`src/rtl/lpd_pkg.sv`:
```
`default_nettype none

package lpd_pkg;

  localparam int unsigned LEN_LIMIT     = 1024;
  localparam int unsigned BYTE_W        = 8;
  localparam int unsigned LEN_W         = 11;
  localparam int unsigned HDR_W         = 2 * BYTE_W;
  localparam int unsigned CNT_W         = 32;
  localparam int unsigned CFG_IDX_W     = 2;
  localparam int unsigned CFG_DATA_W    = LEN_W;

  localparam logic [CFG_IDX_W-1:0] REG_MAX_PAYLOAD    = CFG_IDX_W'(0);
  localparam logic [CFG_IDX_W-1:0] REG_DELIVER_ENABLE = CFG_IDX_W'(1);

  localparam logic [LEN_W-1:0] MAX_PAYLOAD_RST = LEN_W'(LEN_LIMIT);
  localparam logic [LEN_W-1:0] LEN_LIMIT_VAL   = LEN_W'(LEN_LIMIT);

  typedef enum logic [1:0] {
    PH_LOW  = 2'd0,
    PH_HIGH = 2'd1,
    PH_BODY = 2'd2
  } phase_t;

  typedef struct packed {
    logic [BYTE_W-1:0] payload_byte;
    logic              last_of_packet;
    logic [LEN_W-1:0]  frame_length;
    logic [CNT_W-1:0]  malformed_count;
  } res_t;

endpackage

`default_nettype wire

```
`src/rtl/lpd_core.sv`:
```
`default_nettype none

module lpd_core (
  input  wire logic                            clk,
  input  wire logic                            rst,
  input  wire logic                            take,
  input  wire logic [lpd_pkg::BYTE_W-1:0]      rx_byte,
  input  wire logic                            cfg_we,
  input  wire logic [lpd_pkg::CFG_IDX_W-1:0]   cfg_index,
  input  wire logic [lpd_pkg::CFG_DATA_W-1:0]  cfg_data,
  output logic                                 res_valid,
  output lpd_pkg::res_t                        res
);
  import lpd_pkg::*;

  logic [LEN_W-1:0]  max_payload;
  logic              deliver_enable;

  phase_t            phase, phase_next;
  logic [BYTE_W-1:0] held_low_byte, held_low_byte_next;
  logic [LEN_W-1:0]  frame_len_reg, frame_len_reg_next;
  logic [LEN_W-1:0]  bytes_left, bytes_left_next;
  logic [CNT_W-1:0]  bad_header_count, bad_header_count_next;

  logic [LEN_W-1:0]  limit;
  logic [HDR_W-1:0]  plen;
  logic              bad_len;
  logic              last;

  always_ff @(posedge clk) begin
    if (rst) begin
      max_payload    <= MAX_PAYLOAD_RST;
      deliver_enable <= 1'b1;
    end else if (cfg_we) begin
      case (cfg_index)
        REG_MAX_PAYLOAD:    max_payload    <= cfg_data;
        REG_DELIVER_ENABLE: deliver_enable <= cfg_data[0];
        default: ;
      endcase
    end
  end

  // effective limit is the smaller of the register and the build limit
  assign limit   = (max_payload > LEN_LIMIT_VAL) ? LEN_LIMIT_VAL : max_payload;
  assign plen    = {rx_byte, held_low_byte};
  assign bad_len = (plen == '0) || (plen > HDR_W'(limit));
  assign last    = (bytes_left == LEN_W'(1));

  always_comb begin
    phase_next            = phase;
    held_low_byte_next    = held_low_byte;
    frame_len_reg_next    = frame_len_reg;
    bytes_left_next       = bytes_left;
    bad_header_count_next = bad_header_count;
    res_valid             = 1'b0;
    res.payload_byte      = rx_byte;
    res.last_of_packet    = last;
    res.frame_length      = frame_len_reg;
    res.malformed_count   = bad_header_count;
    case (phase)
      PH_BODY: begin
        if (bytes_left != '0) begin
          bytes_left_next = bytes_left - LEN_W'(1);
          if (last) begin
            phase_next = PH_LOW;
          end
          res_valid = take && deliver_enable;
        end else begin
          held_low_byte_next = rx_byte;
          phase_next         = PH_HIGH;
        end
      end
      PH_HIGH: begin
        if (bad_len) begin
          // drop the oldest header byte and resync on the new one
          bad_header_count_next = bad_header_count + CNT_W'(1);
          held_low_byte_next    = rx_byte;
          phase_next            = PH_HIGH;
        end else begin
          frame_len_reg_next = plen[LEN_W-1:0];
          bytes_left_next    = plen[LEN_W-1:0];
          phase_next         = PH_BODY;
        end
      end
      default: begin
        held_low_byte_next = rx_byte;
        phase_next         = PH_HIGH;
      end
    endcase
  end

  always_ff @(posedge clk) begin
    if (rst) begin
      phase            <= PH_LOW;
      held_low_byte    <= '0;
      frame_len_reg    <= '0;
      bytes_left       <= '0;
      bad_header_count <= '0;
    end else if (take) begin
      phase            <= phase_next;
      held_low_byte    <= held_low_byte_next;
      frame_len_reg    <= frame_len_reg_next;
      bytes_left       <= bytes_left_next;
      bad_header_count <= bad_header_count_next;
    end
  end

endmodule

`default_nettype wire

```
`src/rtl/lpd_out.sv`:
```
`default_nettype none

module lpd_out (
  input  wire logic          clk,
  input  wire logic          rst,
  input  wire logic          push,
  input  wire lpd_pkg::res_t push_res,
  output logic               full,
  output logic               out_valid,
  input  wire logic          out_stall,
  output lpd_pkg::res_t      out_res
);
  import lpd_pkg::*;

  logic skid_valid;
  res_t skid_res;
  logic pop;

  assign pop  = out_valid && !out_stall;
  assign full = skid_valid;

  always_ff @(posedge clk) begin
    if (rst) begin
      out_valid  <= 1'b0;
      skid_valid <= 1'b0;
    end else if (skid_valid) begin
      if (pop) begin
        skid_valid <= 1'b0;
      end
    end else if (push && out_valid && !pop) begin
      skid_valid <= 1'b1;
    end else if (push) begin
      out_valid <= 1'b1;
    end else if (pop) begin
      out_valid <= 1'b0;
    end
  end

  always_ff @(posedge clk) begin
    if (skid_valid) begin
      if (pop) begin
        out_res <= skid_res;
      end
    end else if (push && out_valid && !pop) begin
      skid_res <= push_res;
    end else if (push) begin
      out_res <= push_res;
    end
  end

endmodule

`default_nettype wire

```
`src/rtl/length_prefix_deframer_top.sv`:
```
// channel  | handshake               | payload
// ---------+-------------------------+-------------------------------------------
// in       | in_valid / in_stall     | rx_byte
// out      | out_valid / out_stall   | payload_byte, last_of_packet, frame_length,
//          |                         | malformed_count
// cfg      | cfg_valid / cfg_ready   | cfg_index, cfg_data
//
// one byte per cycle unless in_stall; results are registered in the output stage
// the rate is set by the single-cycle header and length update in the core
// a two-entry output stage (register plus skid) lets the input keep flowing
// in_stall rises only when both output entries hold undelivered beats
// rst is synchronous and restores the default config and the header phase
`default_nettype none

module length_prefix_deframer_top (
  input  wire logic                            clk,
  input  wire logic                            rst,
  input  wire logic                            in_valid,
  output logic                                 in_stall,
  input  wire logic [lpd_pkg::BYTE_W-1:0]      rx_byte,
  output logic                                 out_valid,
  input  wire logic                            out_stall,
  output logic [lpd_pkg::BYTE_W-1:0]           payload_byte,
  output logic                                 last_of_packet,
  output logic [lpd_pkg::LEN_W-1:0]            frame_length,
  output logic [lpd_pkg::CNT_W-1:0]            malformed_count,
  input  wire logic                            cfg_valid,
  output logic                                 cfg_ready,
  input  wire logic [lpd_pkg::CFG_IDX_W-1:0]   cfg_index,
  input  wire logic [lpd_pkg::CFG_DATA_W-1:0]  cfg_data
);
  import lpd_pkg::*;

  logic take;
  logic res_valid;
  res_t res;
  res_t out_res;

  assign take      = in_valid && !in_stall;
  assign cfg_ready = 1'b1;

  lpd_core u_core (
    .clk       (clk),
    .rst       (rst),
    .take      (take),
    .rx_byte   (rx_byte),
    .cfg_we    (cfg_valid && cfg_ready),
    .cfg_index (cfg_index),
    .cfg_data  (cfg_data),
    .res_valid (res_valid),
    .res       (res)
  );

  lpd_out u_out (
    .clk       (clk),
    .rst       (rst),
    .push      (res_valid),
    .push_res  (res),
    .full      (in_stall),
    .out_valid (out_valid),
    .out_stall (out_stall),
    .out_res   (out_res)
  );

  assign payload_byte    = out_res.payload_byte;
  assign last_of_packet  = out_res.last_of_packet;
  assign frame_length    = out_res.frame_length;
  assign malformed_count = out_res.malformed_count;

`ifndef SYNTHESIS
  a_skid_implies_out: assert property (@(posedge clk) disable iff (rst)
    in_stall |-> out_valid)
    else $error("skid entry held without an output beat");

  a_result_needs_take: assert property (@(posedge clk) disable iff (rst)
    res_valid |-> (in_valid && !in_stall))
    else $error("result produced without an accepted byte");

  a_skid_fill_on_input: assert property (@(posedge clk) disable iff (rst)
    $rose(in_stall) |-> $past(in_valid) && $past(out_valid) && $past(out_stall))
    else $error("skid filled without a pushed beat against a stalled output");
`endif

endmodule

`default_nettype wire
```
`config.mk`:
```
export PLATFORM = sky130hd
export DESIGN_NAME = length_prefix_deframer_top
export DESIGN_NICKNAME = d
export VERILOG_FILES = /design/src/rtl/lpd_pkg.sv /design/src/rtl/lpd_core.sv /design/src/rtl/lpd_out.sv /design/src/rtl/length_prefix_deframer_top.sv
export SDC_FILE = /design/constraint.sdc
export NUM_CORES = 1
export LEC_CHECK = 0
export BUFFER_PORTS_ARGS = -buffer_cell sky130_fd_sc_hd__clkbuf_2
export CAP_MARGIN = 15
export CORE_MARGIN = 8
export CORE_UTILIZATION = 55
export DETAILED_ROUTE_END_ITERATION = 7
export HOLD_SLACK_MARGIN = 0.08
export PLACE_DENSITY_LB_ADDON = 0.2
export SLEW_MARGIN = 5
export SYNTH_ARGS = -nofsm -noshare
export SYNTH_HDL_FRONTEND = slang
export SYNTH_SLANG_ARGS = --single-unit
```
`constraint.sdc`:
```
create_clock -name clk -period 6.4 [get_ports clk]
set_clock_uncertainty 0.15 [all_clocks]
set_input_delay 0.32 -clock clk [delete_from_list [all_inputs] [get_ports clk]]
set_output_delay 0.32 -clock clk [all_outputs]
set_load 0.02 [all_outputs]
```
After elaboration in Yosys (flattened, before gate mapping):

Index checks and enable logic that the tools add are counted.

* equal/unequal tests: 11
* multiplexer cells: 22
* reductions and logical operators: 25
* $add $sub $neg: 2
* bitwise operators: 3
* magnitude comparators: 2

Operators with widths (number)
* 2-to-1 mux 52 bit: 4
* 2-to-1 mux 11 bit: 3
* adder 32 x 1 -> 32 bit, second input constant: 1
* case mux 11 bit (2 select lines): 1
* > comparator 16 x 11 -> 1 bit: 1
* zero test 16 bit: 1
* 2-to-1 mux 8 bit: 2
* case mux 8 bit (2 select lines): 1
* AND reduction 3 bit: 5
* == test 11 x 1 -> 1 bit, second input constant: 1
* > comparator 11 bit, second input constant: 1
* nonzero test 11 bit: 1
* subtractor 11 x 1 -> 11 bit, second input constant: 1
* AND reduction 2 bit: 4
* 2-to-1 mux 1 bit: 7
* 2-to-1 mux 2 bit: 3
* inequality test 2 x 1 -> 1 bit, second input constant: 3
* inequality test 2 bit, second input constant: 3
* nonzero test 2 bit: 3
* logical AND 1 bit: 5
* == test 2 x 1 -> 1 bit, second input constant: 2
* case mux 2 bit (2 select lines): 1
* AND reduction 4 bit: 1
* zero test 1 bit: 3
* 5 further kinds: 7

* output and inout bits: 55
* bits in registers: 182
* input bits: 26
* logic and storage cells: 82

Logic depth before layout (Yosys ltp):

* depth after elaboration: 9
* depth in mapped cells: 11
* depth with buffers taken out: 9

By module:

Synthesis repeated with hierarchy kept, for this count alone.

* cells, all modules: 651
* area total of the unflattened synthesis: 7997.7 um^2

Modules (own cells, without submodules)
* lpd_out: cells an instance 174, area each 4000.1 um^2, instances 1
* lpd_core: cells an instance 474, area each 3972.6 um^2, instances 1
* length_prefix_deframer_top: cells an instance 3, area each 25.0 um^2, instances 1

Least setup slack after synthesis:

No wires, ideal clock.

* path kind: reg-to-reg
* start point: register u_out.skid_valid (netlist: u_out.full)
* end point: register, netlist name u_out.out_res[0]
* path buffers: 3
* data arrival time: 5.160 ns
* cell stages (with the launch flop): 6
* path slack: 0.549 ns
* setup time: 0.541 ns
* required time: 5.709 ns
* cells stage by stage: dfxtp_1 > clkbuf_1 > buf_1 > clkbuf_1 > nand2_1 > a21boi_0

* word-level cells in the longest chain between the ends: 9
* elaborated cells between the ends (all ways): 11
* classes of those cells: 2 x eq/ne; 2 x mux; 7 x reduce/logical

RTL lines
* from (decl): RTL line lpd_out.sv:15 `logic skid_valid;`
* from (signal assigned): RTL line lpd_out.sv:25 `skid_valid <= 1'b0;`
* from (signal assigned): RTL line lpd_out.sv:28 `skid_valid <= 1'b0;`
* from (signal assigned): RTL line lpd_out.sv:31 `skid_valid <= 1'b1;`
* zero test 1 bit: RTL line length_prefix_deframer_top.sv:39 `assign take = in_valid && !in_stall;`
* logical AND 1 bit: RTL line length_prefix_deframer_top.sv:39
* logical AND 1 bit: RTL line lpd_core.sv:67 `res_valid = take && deliver_enable;`
* 2-to-1 mux 1 bit: RTL line lpd_core.sv:62 `if (bytes_left != '0) begin`
* 2-to-1 mux 1 bit: RTL line lpd_core.sv:60 `case (phase)`
* logical AND 1 bit (2 in a row): RTL line lpd_out.sv:44 `end else if (push && out_valid && !pop) begin`
* inequality test 2 x 1 -> 1 bit (no source line)
* AND reduction 3 bit (no source line) (*)

Every way passes the cells marked *; elsewhere a longest branch is shown, timed or not.
A chain may end at the register's enable or synchronous reset.

Worst setup path in the final report:

* start point: register u_core.max_payload[10]
* end point: register u_core.frame_len_reg[7]

* word-level cells in the longest chain between the ends: 6

RTL lines
* from (decl): RTL line lpd_core.sv:16 `logic [LEN_W-1:0] max_payload;`
* from (signal assigned): RTL line lpd_core.sv:36 `REG_MAX_PAYLOAD: max_payload <= cfg_data;`
* > comparator 11 bit: RTL line lpd_core.sv:44 `assign limit = (max_payload > LEN_LIMIT_VAL) ? LEN_LIMIT_VAL : max_payload;`
* 2-to-1 mux 11 bit (*): RTL line lpd_core.sv:44
* > comparator 16 x 11 -> 1 bit (*): RTL line lpd_core.sv:46 `assign bad_len = (plen == '0) || (plen > HDR_W'(limit));`
* logical OR 1 bit (*): RTL line lpd_core.sv:46
* NOT 1 bit (no source line) (*)
* AND reduction 3 bit (no source line) (*)
* to (signal assigned): RTL line lpd_core.sv:102 `frame_len_reg <= frame_len_reg_next;`
* to (decl): RTL line lpd_core.sv:21 `logic [LEN_W-1:0] frame_len_reg, frame_len_reg_next;`

Marks and branches as above.

==> impl_results.md <==
- #FFs+latches synth: 182
- DRT Pass-1 Iters: 5
- Avg Vias per Cell: 5.82
- Final wirelength: 17.6 mm
- Synth async-reset ratio: 0
- Wire length per cell: 18.0 um
- Initial Util: 0.564
- DRC Markers: 0
- Number of global-route vias before repair: around 5600
- CP peak stage delay: 0.85 ns
- # H-tree levels: 4
- Startpoint type of the worst setup path: register
- DRT iter0 DRCs: 467
- Yosys warns: 0
- Setup TNS: 0 ns
- Cell area after synthesis: between 0.008 and 0.009 sq mm
- CTS tree: done
- Rel. slew slack: 0.236
- Clock buffer count from CTS: 17
- WP data arrival: 3.42 ns
- Gate Count Post-Synth: between 600 and 700
- Grt total ovfl: 0
- Fmax: just over 300 MHz
- Leakage: about 3.7 nW
- IO Count: 81
- Switching power: 0.000556 W
- Cell Rows: 44
- Critical path class: register to register
- Clock Latency Late Sink: about 0.43 ns
- Final Hold Viols: 0
- Initial antenna violation count: 0
- Worst Setup End Kind: register
- Netlist cell types: 60
- Clock share of power: 0.423
- Die Area: 0.0191 sq mm
- Crit-path cells: inv_1, nand2_1, ha_1, a21o_1, a21oi_1, nand3b_2, o31a_1, nor3_2, mux2i_1
- Number of post-CTS setup repair buffers: 0
- Slowest cell on the critical path: nor3_2
- Post-synth EDFFs: 104
- FF/Latch Area: 0.00469 sq mm
- Min Tclk post-route: about 3.2 ns
- Family with the most delay on the worst path: simple AND/OR/NAND/NOR gates
- Core ar.: 0.0146 sq mm
- WP data required: 6.61 ns
- Vias post-DR: 5694
- Die width: 138 um
- Multi-input gate area: 0.00334 sq mm
- I/O Buffers: 79
- CTS Sinks: 182
- Most numerous cell in the Yosys netlist: edfxtp_1
- RSZ-0062 raised after global routing: no
- DP HPWL: 11.3 mm
- Worst hold path type: primary input to register
- Global-route wire length before repair: 29.1 mm
- Placed inst area: 0.00875 sq mm
- Synthesis-to-finish area growth: 16.0%
- Hold_buf cts: 21
- Final setup viols: 0
- P per Cell Area: approximately 260 mW/mm^2
- Sw Share: 0.228
- GRT Util Overall: 0.186
- Fillers: 1125
- Clock-pin slew of the registers on the worst-case setup and hold paths: about 0.07 ns
- Synth area leaders: edfxtp_1, dfxtp_1, mux2_2
- Commonest cells in the netlist: edfxtp_1, dfxtp_1, mux2_2
- Max-cap viol count: 0
- Int Pwr: 0.00188 W
- Seq/Total Area, Yosys: 0.570
- Share of layout cells above drive strength 1: 0.257
- Area leader, netlist: edfxtp_1
- Final nets: 823
- Post-route cell area: 0.00954 sq mm
- DRT antenna net count: 0
- Largest registers: u_out.out_res x52, u_out.skid_res x52, u_core.bad_header_count x32
- Ant diodes: 0
- VDD IR max: ~0.00019 V
- Slew @ Worst Pin: between 1 and 1.5 ns
- GP Congestion: 0.861
- Post-CTS sizing: 0
- Flop pwr share: 0.514
- Status: completed
- Net count after synthesis: 736
- Pin count of the biggest net entering global routing: 122
- Yosys top cell area share: 0.380
- Most used DFF post-synth: edfxtp_1
- Final worst path period share: 0.503
- Root buf cell: clkbuf_16
- Max-slew violation count: 0
- Clk buf depth: 2
- CP bufs+invs: 1
- Critical Path Fanout Max: 11
- Synthesized area per cell: 11.9 sq um
- Logic pwr share: 0.063
- Die H: 138 um
-- path summary, 6_finish.rpt --
kind,slack (ns),startpoint,end,depth (start not counted)
setup / recovery,3.18,u_core.max_payload[10]$_SDFFE_PP1P_,u_core.frame_len_reg[7]$_SDFFE_PP0P_,9
hold / removal,0.21,cfg_index[1],u_core.max_payload[10]$_SDFFE_PP1P_,4
setup reg to reg,3.18,u_core.max_payload[10]$_SDFFE_PP1P_,u_core.frame_len_reg[7]$_SDFFE_PP0P_,9
hold reg to reg,0.32,u_core.frame_len_reg[5]$_SDFFE_PP0P_,u_out.skid_res[37]$_DFFE_PP_,0
-- through the flow --
step	instances	utilization	power, W	hold slack [ns]	setup WS, ns
global placement	925	0.600	0.00142	0.297	3.34
detailed placement	925	0.600	0.00142	0.303	3.20
CTS	978	0.654	0.00245	0.203	3.17
finish	978	0.654	0.00244	0.214	3.18
floorplan	694	-	0.00138	0.269	0.549
global route	978	0.654	0.00252	0.223	2.90
-- cell usage in the layout, fill, tap and decap left out, types with 18 or more instances in the layout --
cell and n:
nor2b_1 36, mux2_2 71, dfxtp_1 77, dlygate4sd3_1 21
nand2b_1 35, mux2i_1 31, a21oi_1 38, clkbuf_2 78
nand2_1 37, edfxtp_1 104, nor2_1 56, nand4_1 18
-- kinds of logic after synthesis --
kind of cell / Yosys count / synth area share
other: 1 / 0.000456
muxes: 112 / 0.149
adders and majority gates: 16 / 0.0243
buffers and inverters: 52 / 0.0275
and+or+nand+nor: 241 / 0.155
AOI/OAI and AO/OA: 90 / 0.0735
DFF: 182 / 0.570
-- metal layers --
metal	share of wire	GRT usage	vias up
met2	0.45	0.280	150
met5	0	0	-
met4	0.019	0.0767	0
met3	0.047	0.0387	25
li1	-	-	2722
met1	0.48	0.256	2797
-- area by class of cell --
type,count,area share
Inverter,13,0.00512
Tap cell,184,0.0241
Timing Repair Buffer,107,0.0690
Clock buffer,17,0.0446
Sequential cell,182,0.491
Clock inverter,15,0.0160
Multi-Input combinational cell,460,0.350
-- worst reg2reg max path: stages (launching register included) --
cell      delay, ns
dfxtp_1        0.31
inv_1          0.22
nand2_1        0.12
ha_1           0.31
a21o_1         0.20
a21oi_1        0.17
nand3b_2       0.13
o31a_1         0.39
nor3_2         0.85
mux2i_1        0.29
-- power groups by stage --
stage	clock, W	sequential (W)	combinational (W)
after floorplan	0	0.00127	0.000106
after global placement	0	0.00128	0.000139
after detailed placement	0	0.00128	0.000142
after CTS	0.00105	0.00125	0.000153
after global routing	0.00110	0.00125	0.000173
final	0.00103	0.00125	0.000154
(Power assumes the default switching activity.)
